`src/rtl/tcpq_pkg.sv`:
```
package tcpq_pkg;

   localparam int QUEUE_DEPTH_DEFAULT = 16;

   localparam logic FUNC_ENQUEUE = 1'b0;
   localparam logic FUNC_SERVE   = 1'b1;

   localparam logic CLASS_PRIORITY = 1'b0;
   localparam logic CLASS_COMMON   = 1'b1;

   localparam logic [1:0] STATUS_ENQUEUED = 2'd0;
   localparam logic [1:0] STATUS_DROPPED  = 2'd1;
   localparam logic [1:0] STATUS_SERVED   = 2'd2;
   localparam logic [1:0] STATUS_EMPTY    = 2'd3;

   typedef struct packed {
      logic       func;
      logic       ticket_class;
      logic [7:0] ticket_value;
   } req_type;

   typedef struct packed {
      logic [1:0] status;
      logic [7:0] served_value;
      logic       served_class;
      logic [4:0] priority_count;
      logic [4:0] common_count;
   } rsp_type;

endpackage

```
`src/rtl/two_class_priority_queue.sv`:
```
// Strict-priority scheduler over two FIFO ticket queues of QUEUE_DEPTH entries
// each. A transaction is taken at every clock edge where start is high; busy
// stays low, so one enqueue or serve can be issued in every cycle. Each
// transaction yields exactly one result, presented for a single cycle with
// rsp_strobe high once the registered transaction has updated the queues. The
// transaction is registered first, and at the next edge the queue pointers,
// the counts, the status and the read of the ticket memories all update
// together. The receiver cannot stall, so it must capture each result in the
// cycle its strobe is high. Results come out in issue order, and the counts in
// a result give the occupancy of both queues just after that step.
module two_class_priority_queue #(
   parameter int QUEUE_DEPTH = tcpq_pkg::QUEUE_DEPTH_DEFAULT
) (
   input  logic              clock,
   input  logic              reset,
   input  logic              start,
   output logic              busy,
   input  tcpq_pkg::req_type req_data,
   output logic              rsp_strobe,
   output tcpq_pkg::rsp_type rsp_data
);
   import tcpq_pkg::*;

   localparam int PTR_W = (QUEUE_DEPTH > 1) ? $clog2(QUEUE_DEPTH) : 1;
   localparam int CNT_W = $clog2(QUEUE_DEPTH + 1);
   localparam int SUM_W = PTR_W + 1;

   req_type            req_ff;
   logic               req_valid_ff;

   logic [PTR_W-1:0]   prio_head_ff, prio_head_in;
   logic [PTR_W-1:0]   common_head_ff, common_head_in;
   logic [CNT_W-1:0]   prio_fill_ff, prio_fill_in;
   logic [CNT_W-1:0]   common_fill_ff, common_fill_in;

   logic [7:0]         prio_mem [QUEUE_DEPTH];
   logic [7:0]         common_mem [QUEUE_DEPTH];
   logic [7:0]         prio_rd_ff;
   logic [7:0]         common_rd_ff;

   logic               rsp_valid_ff;
   logic [1:0]         rsp_status_ff, rsp_status_in;
   logic               rsp_class_ff, rsp_class_in;
   logic               rsp_served_ff, rsp_served_in;

   logic               push_prio, push_common, pop_prio, pop_common;
   logic               prio_full, common_full, prio_empty, common_empty;
   logic [SUM_W-1:0]   prio_sum, common_sum;
   logic [PTR_W-1:0]   prio_wr_addr, common_wr_addr;
   logic [CNT_W+4:0]   prio_count_ext, common_count_ext;

   assign busy = 1'b0;

   always_ff @(posedge clock) begin
      if (reset) begin
         req_valid_ff <= 1'b0;
      end else begin
         req_valid_ff <= start && !busy;
      end
   end

   always_ff @(posedge clock) begin
      if (start && !busy) begin
         req_ff <= req_data;
      end
   end

   assign prio_full    = (prio_fill_ff == CNT_W'(QUEUE_DEPTH));
   assign common_full  = (common_fill_ff == CNT_W'(QUEUE_DEPTH));
   assign prio_empty   = (prio_fill_ff == '0);
   assign common_empty = (common_fill_ff == '0);

   always_comb begin
      push_prio     = 1'b0;
      push_common   = 1'b0;
      pop_prio      = 1'b0;
      pop_common    = 1'b0;
      rsp_status_in = STATUS_EMPTY;
      rsp_class_in  = CLASS_PRIORITY;
      rsp_served_in = 1'b0;
      if (req_ff.func == FUNC_ENQUEUE) begin
         if (req_ff.ticket_class == CLASS_PRIORITY) begin
            push_prio     = req_valid_ff && !prio_full;
            rsp_status_in = prio_full ? STATUS_DROPPED : STATUS_ENQUEUED;
         end else begin
            push_common   = req_valid_ff && !common_full;
            rsp_status_in = common_full ? STATUS_DROPPED : STATUS_ENQUEUED;
         end
      end else if (!prio_empty) begin
         pop_prio      = req_valid_ff;
         rsp_status_in = STATUS_SERVED;
         rsp_served_in = 1'b1;
      end else if (!common_empty) begin
         pop_common    = req_valid_ff;
         rsp_status_in = STATUS_SERVED;
         rsp_class_in  = CLASS_COMMON;
         rsp_served_in = 1'b1;
      end
   end

   always_comb begin
      prio_sum   = SUM_W'(prio_head_ff) + SUM_W'(prio_fill_ff);
      common_sum = SUM_W'(common_head_ff) + SUM_W'(common_fill_ff);
      if (prio_sum >= SUM_W'(QUEUE_DEPTH)) begin
         prio_sum = prio_sum - SUM_W'(QUEUE_DEPTH);
      end
      if (common_sum >= SUM_W'(QUEUE_DEPTH)) begin
         common_sum = common_sum - SUM_W'(QUEUE_DEPTH);
      end
      prio_wr_addr   = prio_sum[PTR_W-1:0];
      common_wr_addr = common_sum[PTR_W-1:0];
   end

   always_comb begin
      prio_head_in   = prio_head_ff;
      common_head_in = common_head_ff;
      prio_fill_in   = prio_fill_ff;
      common_fill_in = common_fill_ff;
      if (pop_prio) begin
         prio_head_in = (prio_head_ff == PTR_W'(QUEUE_DEPTH - 1)) ? '0 : prio_head_ff + 1'b1;
         prio_fill_in = prio_fill_ff - 1'b1;
      end
      if (pop_common) begin
         common_head_in = (common_head_ff == PTR_W'(QUEUE_DEPTH - 1)) ?
                          '0 : common_head_ff + 1'b1;
         common_fill_in = common_fill_ff - 1'b1;
      end
      if (push_prio) begin
         prio_fill_in = prio_fill_ff + 1'b1;
      end
      if (push_common) begin
         common_fill_in = common_fill_ff + 1'b1;
      end
   end

   always_ff @(posedge clock) begin
      if (reset) begin
         prio_head_ff   <= '0;
         common_head_ff <= '0;
         prio_fill_ff   <= '0;
         common_fill_ff <= '0;
         rsp_valid_ff   <= 1'b0;
      end else begin
         prio_head_ff   <= prio_head_in;
         common_head_ff <= common_head_in;
         prio_fill_ff   <= prio_fill_in;
         common_fill_ff <= common_fill_in;
         rsp_valid_ff   <= req_valid_ff;
      end
   end

   always_ff @(posedge clock) begin
      rsp_status_ff <= rsp_status_in;
      rsp_class_ff  <= rsp_class_in;
      rsp_served_ff <= rsp_served_in;
   end

   always_ff @(posedge clock) begin
      if (push_prio) begin
         prio_mem[prio_wr_addr] <= req_ff.ticket_value;
      end
      prio_rd_ff <= prio_mem[prio_head_ff];
   end

   always_ff @(posedge clock) begin
      if (push_common) begin
         common_mem[common_wr_addr] <= req_ff.ticket_value;
      end
      common_rd_ff <= common_mem[common_head_ff];
   end

   assign prio_count_ext   = {5'b0, prio_fill_ff};
   assign common_count_ext = {5'b0, common_fill_ff};

   always_comb begin
      rsp_strobe              = rsp_valid_ff;
      rsp_data.status         = rsp_status_ff;
      rsp_data.served_class   = rsp_class_ff;
      rsp_data.served_value   = '0;
      if (rsp_served_ff) begin
         rsp_data.served_value = (rsp_class_ff == CLASS_COMMON) ? common_rd_ff : prio_rd_ff;
      end
      rsp_data.priority_count = prio_count_ext[4:0];
      rsp_data.common_count   = common_count_ext[4:0];
   end

   a_fill_bound: assert property (@(posedge clock) disable iff (reset)
      prio_fill_ff <= CNT_W'(QUEUE_DEPTH) && common_fill_ff <= CNT_W'(QUEUE_DEPTH))
      else $error("queue occupancy above depth");

   a_result_follows: assert property (@(posedge clock) disable iff (reset)
      start && !busy |-> ##2 rsp_strobe)
      else $error("transaction produced no result");

   a_common_only_when_prio_empty: assert property (@(posedge clock) disable iff (reset)
      rsp_strobe && rsp_data.status == STATUS_SERVED && rsp_data.served_class == CLASS_COMMON
      |-> rsp_data.priority_count == 5'd0)
      else $error("common ticket served while priority tickets waited");

   a_empty_counts: assert property (@(posedge clock) disable iff (reset)
      rsp_strobe && rsp_data.status == STATUS_EMPTY
      |-> rsp_data.priority_count == 5'd0 && rsp_data.common_count == 5'd0)
      else $error("empty status with tickets held");

endmodule
```
`config.mk`:
```
export PLATFORM = sky130hd
export DESIGN_NAME = two_class_priority_queue
export DESIGN_NICKNAME = d
export VERILOG_FILES = /design/src/rtl/tcpq_pkg.sv /design/src/rtl/two_class_priority_queue.sv
export SDC_FILE = /design/constraint.sdc
export NUM_CORES = 1
export LEC_CHECK = 0
export BUFFER_PORTS_ARGS = -buffer_cell sky130_fd_sc_hd__clkbuf_2
export CORE_MARGIN = 2
export CORE_UTILIZATION = 60
export DETAILED_ROUTE_END_ITERATION = 8
export GPL_TIMING_DRIVEN = 0
export PLACE_DENSITY = 0.78
export SKIP_LAST_GASP = 1
export SLEW_MARGIN = 30
export SYNTH_ARGS = -nofsm -noshare
export SYNTH_HDL_FRONTEND = slang
export SYNTH_SLANG_ARGS = --single-unit
export TNS_END_PERCENT = 100
```
`constraint.sdc`:
```
create_clock -name clock -period 4.3 [get_ports clock]
set_input_delay 0.43 -clock clock [delete_from_list [all_inputs] [get_ports clock]]
set_output_delay 0.43 -clock clock [all_outputs]
set_load 0.05 [all_outputs]
```
# Word-level counts from Yosys, hierarchy flattened
# Memories as Yosys holds them, arrays and structs flattened. A register that Yosys moved wholly into a read port is not among the register bits.
# Cells that the tools add are included.
[classes]
n_addsub = 10
eq_ne = 4
reduce_logical = 9
order_cmp = 2
muxes = 31
[ops]
columns = ["op", "count"]
rows = [
  ["$mux 1", 20],
  ["$mux 5", 4],
  ["$mux 4", 4],
  ["$mux 8", 2],
  ["$add 4x5->5", 2],
  ["$add 5x1->5 const B", 2],
  ["$eq 5x5->1 const B", 2],
  ["$ge 5x5->1 const B", 2],
  ["$logic_not 5->1", 2],
  ["$sub 5x1->5 const B", 2],
  ["$add 4x1->4 const B", 2],
  ["$eq 4x4->1 const B", 2],
  ["$sub 4x1->4 const B", 2],
  ["$reduce_bool 2->1", 2],
  ["$logic_and 1x1->1", 2],
  ["$logic_not 1->1", 2],
  ["$mux 2", 1],
  ["$reduce_and 2->1", 1],
]
[totals]
ff_bits = 34
memories = 2
out_inout_bits = 23
in_bits = 13
ramBits = 256
[memory_table]
columns = ["memory", "depth", "width", "read_ports", "rd_ports_with_merged_regs", "wr", "line_no", "rtl"]
rows = [
  ["common_mem", 16, 8, 1, 1, 1, "two_class_priority_queue.sv:37", "logic [7:0] common_mem [QUEUE_DEPTH];"],
  ["prio_mem", 16, 8, 1, 1, 1, "two_class_priority_queue.sv:36", "logic [7:0] prio_mem [QUEUE_DEPTH];"],
]

# Longest topological paths before layout
# Gate-level depths: netlist of run 1.
[logic_depth]
ltp_word = 7
mapped_depth = 9
ltp_nobuf = 8

# Worst setup path after synthesis of run 1
# No wires, ideal clock.
[synth_path]
path_kind = "reg-to-reg"
from = "reg common_fill_ff[1]"
to = "reg common_fill_ff[4]"
synth_period_minus_slack_ns = 3.168
arrival_time_ns = 3.034
stages_incl_launch_ff = 9
t_required_ns = 4.166
setup_time_ns = 0.134
n_path_buf = 0
path_slack_ns = 1.132
path_cell_list = "dfxtp_1 > nor4_4 > a211oi_1 > inv_1 > fa_1 > a21o_1 > a21oi_1 > nor3_1 > or4_1"
[synth_between]
elab_chain_cells = 6
[synth_rtl]
columns = ["element", "line_no", "rtl"]
rows = [
  ["from (decl)", "two_class_priority_queue.sv:34", "logic [CNT_W-1:0] common_fill_ff, common_fill_in;"],
  ["from (signal assigned)", "two_class_priority_queue.sv:147", "common_fill_ff <= common_fill_in;"],
  ["branches (longest 6 deep; another with $sub 5x1->5)", "n/a", ""],
]
# Several ways; the timed one is not identified. The select of a mux whose other input is x is not followed.
# A chain may end at the register's enable or synchronous reset.

# Worst setup path in the final report of run 1
# Same ends and word-level chain as after synthesis.

==> results.md, run 1 <==
- Critical path arrival: roughly 3900 ps
- Largest net degree at the start of global routing: 33
- Gr ovfl total: 0
- Pre-antenna DRT Iters: 5
- RD Place Congestion: 0.8111
- # diodes: 0
- Share of cells above drive strength 1: 0.2689
- Clk_lat worst skew: 550 ps
- First-pass GRT wire length: 40.07 mm
- Initial Util: 0.6102
- Post-synthesis mux area share: 0.1418
- Flops & latches, synth: between 300 and 400
- Max capacitance violation total: 0
- WS Path Type: register to register
- Final setup viols: 0
- Synth Area in XOR/XNOR: 0.009252
- Largest family of logic cells by synthesized area: multiplexers
- Area contributors post-synth: edfxtp_1, mux4_2, dfxtp_1
- Final hold viol count: 0
- Cells after Synth: 670
- Max Slew Vio Count: 0
- Power per cell area: about 450 mW/mm2
- I/O pin total: 36
- Synth top cells by count: edfxtp_1, mux4_2, dfxtp_1
- Fraction of the cycle the final worst path needs: 0.8053
- Synth top area share: 0.6490
- DPL Wire Length: roughly 17 mm
- Adder-Cell Fraction of Synth Area: 0.02176
- Fillers: 1,218
- Final #Nets: 775
- Main synth FF type: edfxtp_1
- Die height: between 100 and 150 um
- Actual slew at the worst max-slew pin: 1022 ps
- Final core occ: 0.6975
- Detailed-route vias per instance: 6.376
- Layout Skew: 15.38 ps
- Worst VDD drop: 0.2913 mV
- Root Driver: clkbuf_16
- Warnings, synthesis: 0
- Post-cts resize count: 0
- Area Overhead vs Synth: 14.30%
- Compound-Gate Fraction of Synth Area: 0.04402
- Non-Filler Instances: 1,036
- Hold_ws: 60.81 ps
- RSZ-0062 raised after global routing: no
- Static Leak: between 4 and 5 nW
- Setup TNS Final: 0 ps
- Vias in the first global route: 6,939
- Max frequency: between 0.2 and 0.3 GHz
- Row count: between 50 and 60
- Post-synth cell types: 54
- Dpl cells: 981
- Hold Crit Class: input pin to register
- Synth Cell Area: 0.01231 mm2
- # Post-CTS Setup Buffers: 0
- 1st-iter DRT viols: 591
- Drt wl/cell: 25.46 um
- Die width: 147.2 um
- Multi-input logic area: 0.003533 mm2
- Critical Path Start Type: register
- Total wire length: 26.37 mm
- DR vias: 6,606
- DRC Markers: 0
- Die area: 0.02167 mm2
- Reg area: 0.008788 mm2
- Core Area: 0.02017 mm2
- Largest area contributor in the netlist: edfxtp_1
- Minimum clock period: 3463 ps
- Clock sinks: 306
- CTS tree: done
- Tot GR Track Use: 0.2488
- Clk pin slew, worst setup/hold paths: about 60 ps
- Initial antenna violation count: 0
- Worst Path Max Fanout: 7
- Syn_nets: 702
- Status: complete, no violations
- Slew headroom: 0.3165
- Top-count cell post-synth: edfxtp_1
- ANT nets after route: 0
- Port Buffer Count: 34
- Worst setup EP type: register
- Worst reg2reg setup slack: approximately 840 ps
- Required time worst endpoint: 4720 ps
- Htree depth: 1
- Clk buf depth: 3
- Number of flops mapped to enable cells by yosys: ~270
- CTS Buf Count: 29
- Simple-gate share of the synthesized area: 0.05327
- Avg Cell Area, Syn: 18.37 um2
- Hold Buf Count CTS: 0
- Register area share after synthesis: 0.7141
- Post-synth ARST share: 0
## path summary, 6_finish.rpt
check / startpoint / to / depth (start not counted)
max: common_fill_ff[1]$_SDFFE_PP0P_ / common_fill_ff[4]$_SDFFE_PP0P_ / 8
min: req_data[0] / req_ff[0]$_DFFE_PP_ / 1
max reg2reg: common_fill_ff[1]$_SDFFE_PP0P_ / common_fill_ff[4]$_SDFFE_PP0P_ / 8
min reg2reg: req_ff[9]$_DFFE_PP_ / rsp_status_ff[1]$_DFF_P_ / 0
## cells in the final DEF, fill, tap and decap left out, types with 5 or more instances in the layout
master     Yosys  layout
a211oi_1      17      17
mux2i_1       27      27
nor2b_1       28      28
clkbuf_2       0      34
o211ai_1       6       6
nand2_1       15      15
ha_1          15      15
nand3_1        7       7
edfxtp_1     266     266
clkbuf_1      18      25
clkinv_2       0       7
dfxtp_1       40      40
a21oi_1       31      31
nor3_2         0      32
a21o_1         5       5
inv_1          8       8
mux4_2        64      64
clkbuf_16      0      29
buf_2          8       8
clkinv_1       1       7
nor2_1        10      10
## layer usage
metal	part of all wire	routed length, um	up-vias	global-route usage
li1	-	-	2854	-
met1	0.40	10490	3344	0.3503
met2	0.47	12390	329	0.3907
met3	0.095	2507	79	0.05776
met4	0.037	983	0	0.08654
met5	0	0	-	0
## worst max-delay path, cell delays in order, from the launching register on
cell      delay (ps)
dfxtp_1          590
nor4_4           150
a211oi_1         720
inv_1            270
fa_1             480
a21o_1           190
a21oi_1          300
nor3_1           100
or4_1            540
## state kept, by name (all words and copies together) (netlist names), 2 cells and up
register        cells
common_fill_ff      5
common_head_ff      4
common_mem        128
common_rd_ff        8
prio_fill_ff        5
prio_head_ff        4
prio_mem          128
prio_rd_ff          8
req_ff             10
rsp_status_ff       2
## power breakdown
part / total (mW) / internal (mW) / switching (mW)
clock network: 2.41 / 1.36 / 1.05
registers: 3.36 / 3.29 / 0.0729
logic: 0.506 / 0.178 / 0.328
total: 6.27 / 4.82 / 1.45
## stage by stage
| step | cell area (um2) | worst slack [ps] | power (mW) |
|---|---|---|---|
| 5_1_grt | 14070 | 723.3 | 6.454 |
| 6_report | 14070 | 837.4 | 6.275 |
| 2_1_floorplan | 12310 | 1132 | 3.732 |
| 3_5_place_dp | 13110 | 952.2 | 3.913 |
| 3_3_place_gp | 12810 | 1102 | 3.860 |
| 4_1_cts | 14010 | 906.2 | 6.290 |
## area by class of cell
class / count / share of cell area
clock inverter: 18 / 0.01005
tap: 270 / 0.02402
buffer: 33 / 0.01112
clock buffer: 36 / 0.05346
multi-input combinational: 322 / 0.2512
timing repair buffer: 42 / 0.02304
sequential: 306 / 0.6247
inverter: 9 / 0.002402
## kinds of logic (layout without fill, tap and decap cells)
kind of cell / after synthesis / count (layout)
other: 1 / 1
XOR/XNOR: 13 / 13
flip-flops: 306 / 306
multiplexers: 94 / 94
AND/OR/NAND/NOR: 116 / 116
buffers and inverters: 42 / 138
adder cells (fa/ha/maj): 19 / 19
AO/OA/AOI/OAI: 79 / 79
Power figures use the tool's default switching activity.
==> inputs of run 2 (changes only) <==
--- a/config.mk
+++ b/config.mk
@@ -7,10 +7,10 @@
 export LEC_CHECK = 0
 export BUFFER_PORTS_ARGS = -buffer_cell sky130_fd_sc_hd__clkbuf_2
 export CORE_MARGIN = 2
-export CORE_UTILIZATION = 60
+export CORE_UTILIZATION = 56
 export DETAILED_ROUTE_END_ITERATION = 8
 export GPL_TIMING_DRIVEN = 0
-export PLACE_DENSITY = 0.78
+export PLACE_DENSITY = 0.77
 export SKIP_LAST_GASP = 1
 export SLEW_MARGIN = 30
 export SYNTH_ARGS = -nofsm -noshare
==> constraint.sdc (replaced) <==
create_clock -name clock -period 2.8 [get_ports clock]
set_input_delay 0.28 -clock clock [delete_from_list [all_inputs] [get_ports clock]]
set_output_delay 0.28 -clock clock [all_outputs]
set_load 0.05 [all_outputs]
==> results.md, run 2 (synthesized netlist as in run 1, its figures left out) <==
- Status: complete, no violations
- DR vias: 6,657
- Share of cells above drive strength 1: 0.2950
- 1st-iter DRT viols: 715
- Layout Skew: 11.49 ps
- Worst path cell trace: nor4_4 > buf_4 > a211oi_4 > inv_2 > fa_1 > a21o_1 > a21oi_2 > nor4b_1 > or4_1
- Htree depth: 1
- Final worst setup slack: just over 100 ps
- Final #Nets: 792
- Vias in the first global route: about 6,800
- Fraction of the cycle the final worst path needs: 0.9635
- Static Leak: ~4.7 nW
- I/O pin total: 36
- Power per cell area: 713.5 mW/mm2
- Minimum clock period: between 2000 and 3000 ps
- Most frequent cells in the layout: edfxtp_1, mux4_2, clkbuf_2
- Detailed-route vias per instance: around 6.3
- First-pass GRT wire length: 39.21 mm
- Clock sinks: between 300 and 400
- Critical Path Start Type: register
- ANT nets after route: 0
- Pre-antenna DRT Iters: 5
- Hold-critical path endpoint: req_ff[1]$_DFFE_PP_
- RSZ-0062 raised after global routing: no
- Clk buf depth: 3
- CTS Buf Count: 30
- Largest net degree at the start of global routing: 21
- Clk pin slew, worst setup/hold paths: ~60 ps
- Top Registers: common_mem (128), prio_mem (128), req_ff (10)
- Root Driver: clkbuf_16
- Placed inst area: 0.01314 mm2
- Hold Crit Class: input pin to register
- CTS tree: done
- Worst VDD drop: 0.3805 mV
- Die area: 0.02318 mm2
- Design area: 0.01442 mm2
- Initial antenna violation count: 0
- Area Overhead vs Synth: 17.20%
- Row count: 54
- Final setup viols: 0
- Clk_lat worst skew: 550 ps
- Worst reg2reg setup slack: a little over 100 ps
- Required time worst endpoint: 3220 ps
- Die height: between 150 and 200 um
- Drt wl/cell: ~24 um
- Worst Hold Launch: start
- RR Endpoint: common_fill_ff[4]$_SDFFE_PP0P_
- Port Buffer Count: 34
- Gr ovfl total: 0
- WS Path Type: register to register
- Actual slew at the worst max-slew pin: 984.8 ps
- Tot GR Track Use: 0.2229
- DPL Wire Length: 17.12 mm
- Core Area: 0.02169 mm2
- Max Slew Vio Count: 0
- Most common cell after layout, fill and taps aside: edfxtp_1
- Worst Path Max Fanout: 7
- Post-Place Setup Slack: -280.8 ps
- Initial Util: 0.5674
- CP max stage delay: approximately 530 ps
- R2r worst-path depth: 9
- Total wire length: 25.92 mm
- Max capacitance violation total: 0
- Slew headroom: 0.3412
- Final hold viol count: 0
- # diodes: 0
- Critical path arrival: 3110 ps
- Worst R2R Start: common_fill_ff[0]$_SDFFE_PP0P_
- DRC Markers: 0
- Final core occ: 0.6651
- Max frequency: 0.3707 GHz
- Worst setup EP type: register
- Slowest library cell on the worst path: or4_1
- Die width: around 150 um
- RD Place Congestion: slightly above 0.8
- Hold depth: 1
run 2: changes by cell type in the layout (fill, tap and decap cells not counted), sizes merged:
cell / delta
dlygate4sd3: +10
bufinv: +5
clkinvlp: -1
clkbuf: -1
buf: +5
clkinv: -1
run 2: how the worst max path moves through the flow:
stage | start | end
6_report | common_fill_ff[0]$_SDFFE_PP0P_ | common_fill_ff[4]$_SDFFE_PP0P_
5_1_grt | common_fill_ff[0]$_SDFFE_PP0P_ | common_fill_ff[4]$_SDFFE_PP0P_
4_1_cts | common_fill_ff[0]$_SDFFE_PP0P_ | common_fill_ff[4]$_SDFFE_PP0P_
3_5_place_dp | req_ff[9]$_DFFE_PP_ | common_fill_ff[4]$_SDFFE_PP0P_
3_3_place_gp | req_ff[9]$_DFFE_PP_ | common_mem[4][2]$_DFFE_PP_
2_1_floorplan | common_fill_ff[1]$_SDFFE_PP0P_ | common_fill_ff[4]$_SDFFE_PP0P_
run 2: worst max-delay path: cells and delay by family, from the launching register on:
| family | cells | cell delay (ps) |
|---|---|---|
| adder cells (fa/ha/maj) | 1 | 420 |
| flip-flops | 1 | 440 |
| AO/OA/AOI/OAI | 3 | 710 |
| AND/OR/NAND/NOR | 3 | 690 |
| buffers and inverters | 2 | 270 |
run 2: timing repair:
| action | CTS | global route |
|---|---|---|
| pin swaps | 2 | 2 |
| setup endpoints to repair | 2 | 2 |
| resized for setup | 1 | 4 |
| endpoints found under the hold margin | 10 | 0 |
| hold buffers | 10 | 0 |
| setup buffers | 2 | 4 |
run 2: where the power goes:
| part | leakage [nW] | internal (mW) | switching, mW | total, mW |
|---|---|---|---|---|
| Sequential | 2.73 | 5.05 | 0.104 | 5.15 |
| Combinational | 1.43 | 0.296 | 0.515 | 0.811 |
| Clock | 0.530 | 2.67 | 1.66 | 4.33 |
| Total | 4.69 | 8.01 | 2.28 | 10.3 |
run 2: final cells by class:
cell class              count  area (um2)
repair buffers             58       440.4
well taps                 280       350.3
plain buffers              33       158.9
multi-input cells         322        3553
clock inverters            21       294.0
flip-flops and latches    306        8806
fillers                  1309        7264
inverters                   9       33.78
clock buffers              34       787.0
run 2: through the flow:
stage                     cells  hold slack, ps  TNS [ps]  power (mW)
after floorplan             670           378.9         0       5.739
after global placement      984           460.5     -7642       5.934
after detailed placement    992           458.9    -374.1       6.012
after CTS                  1059           137.3    -96.26       10.30
after global routing       1063           159.3         0       10.56
final                      1063           152.9         0       10.29
run 2: metal layers:
layer	vias to the layer above	global-route usage	share of wire
li1	2889	-	-
met1	3423	0.3187	0.41
met2	303	0.3599	0.49
met3	42	0.04039	0.075
met4	0	0.06186	0.023
met5	-	0	0
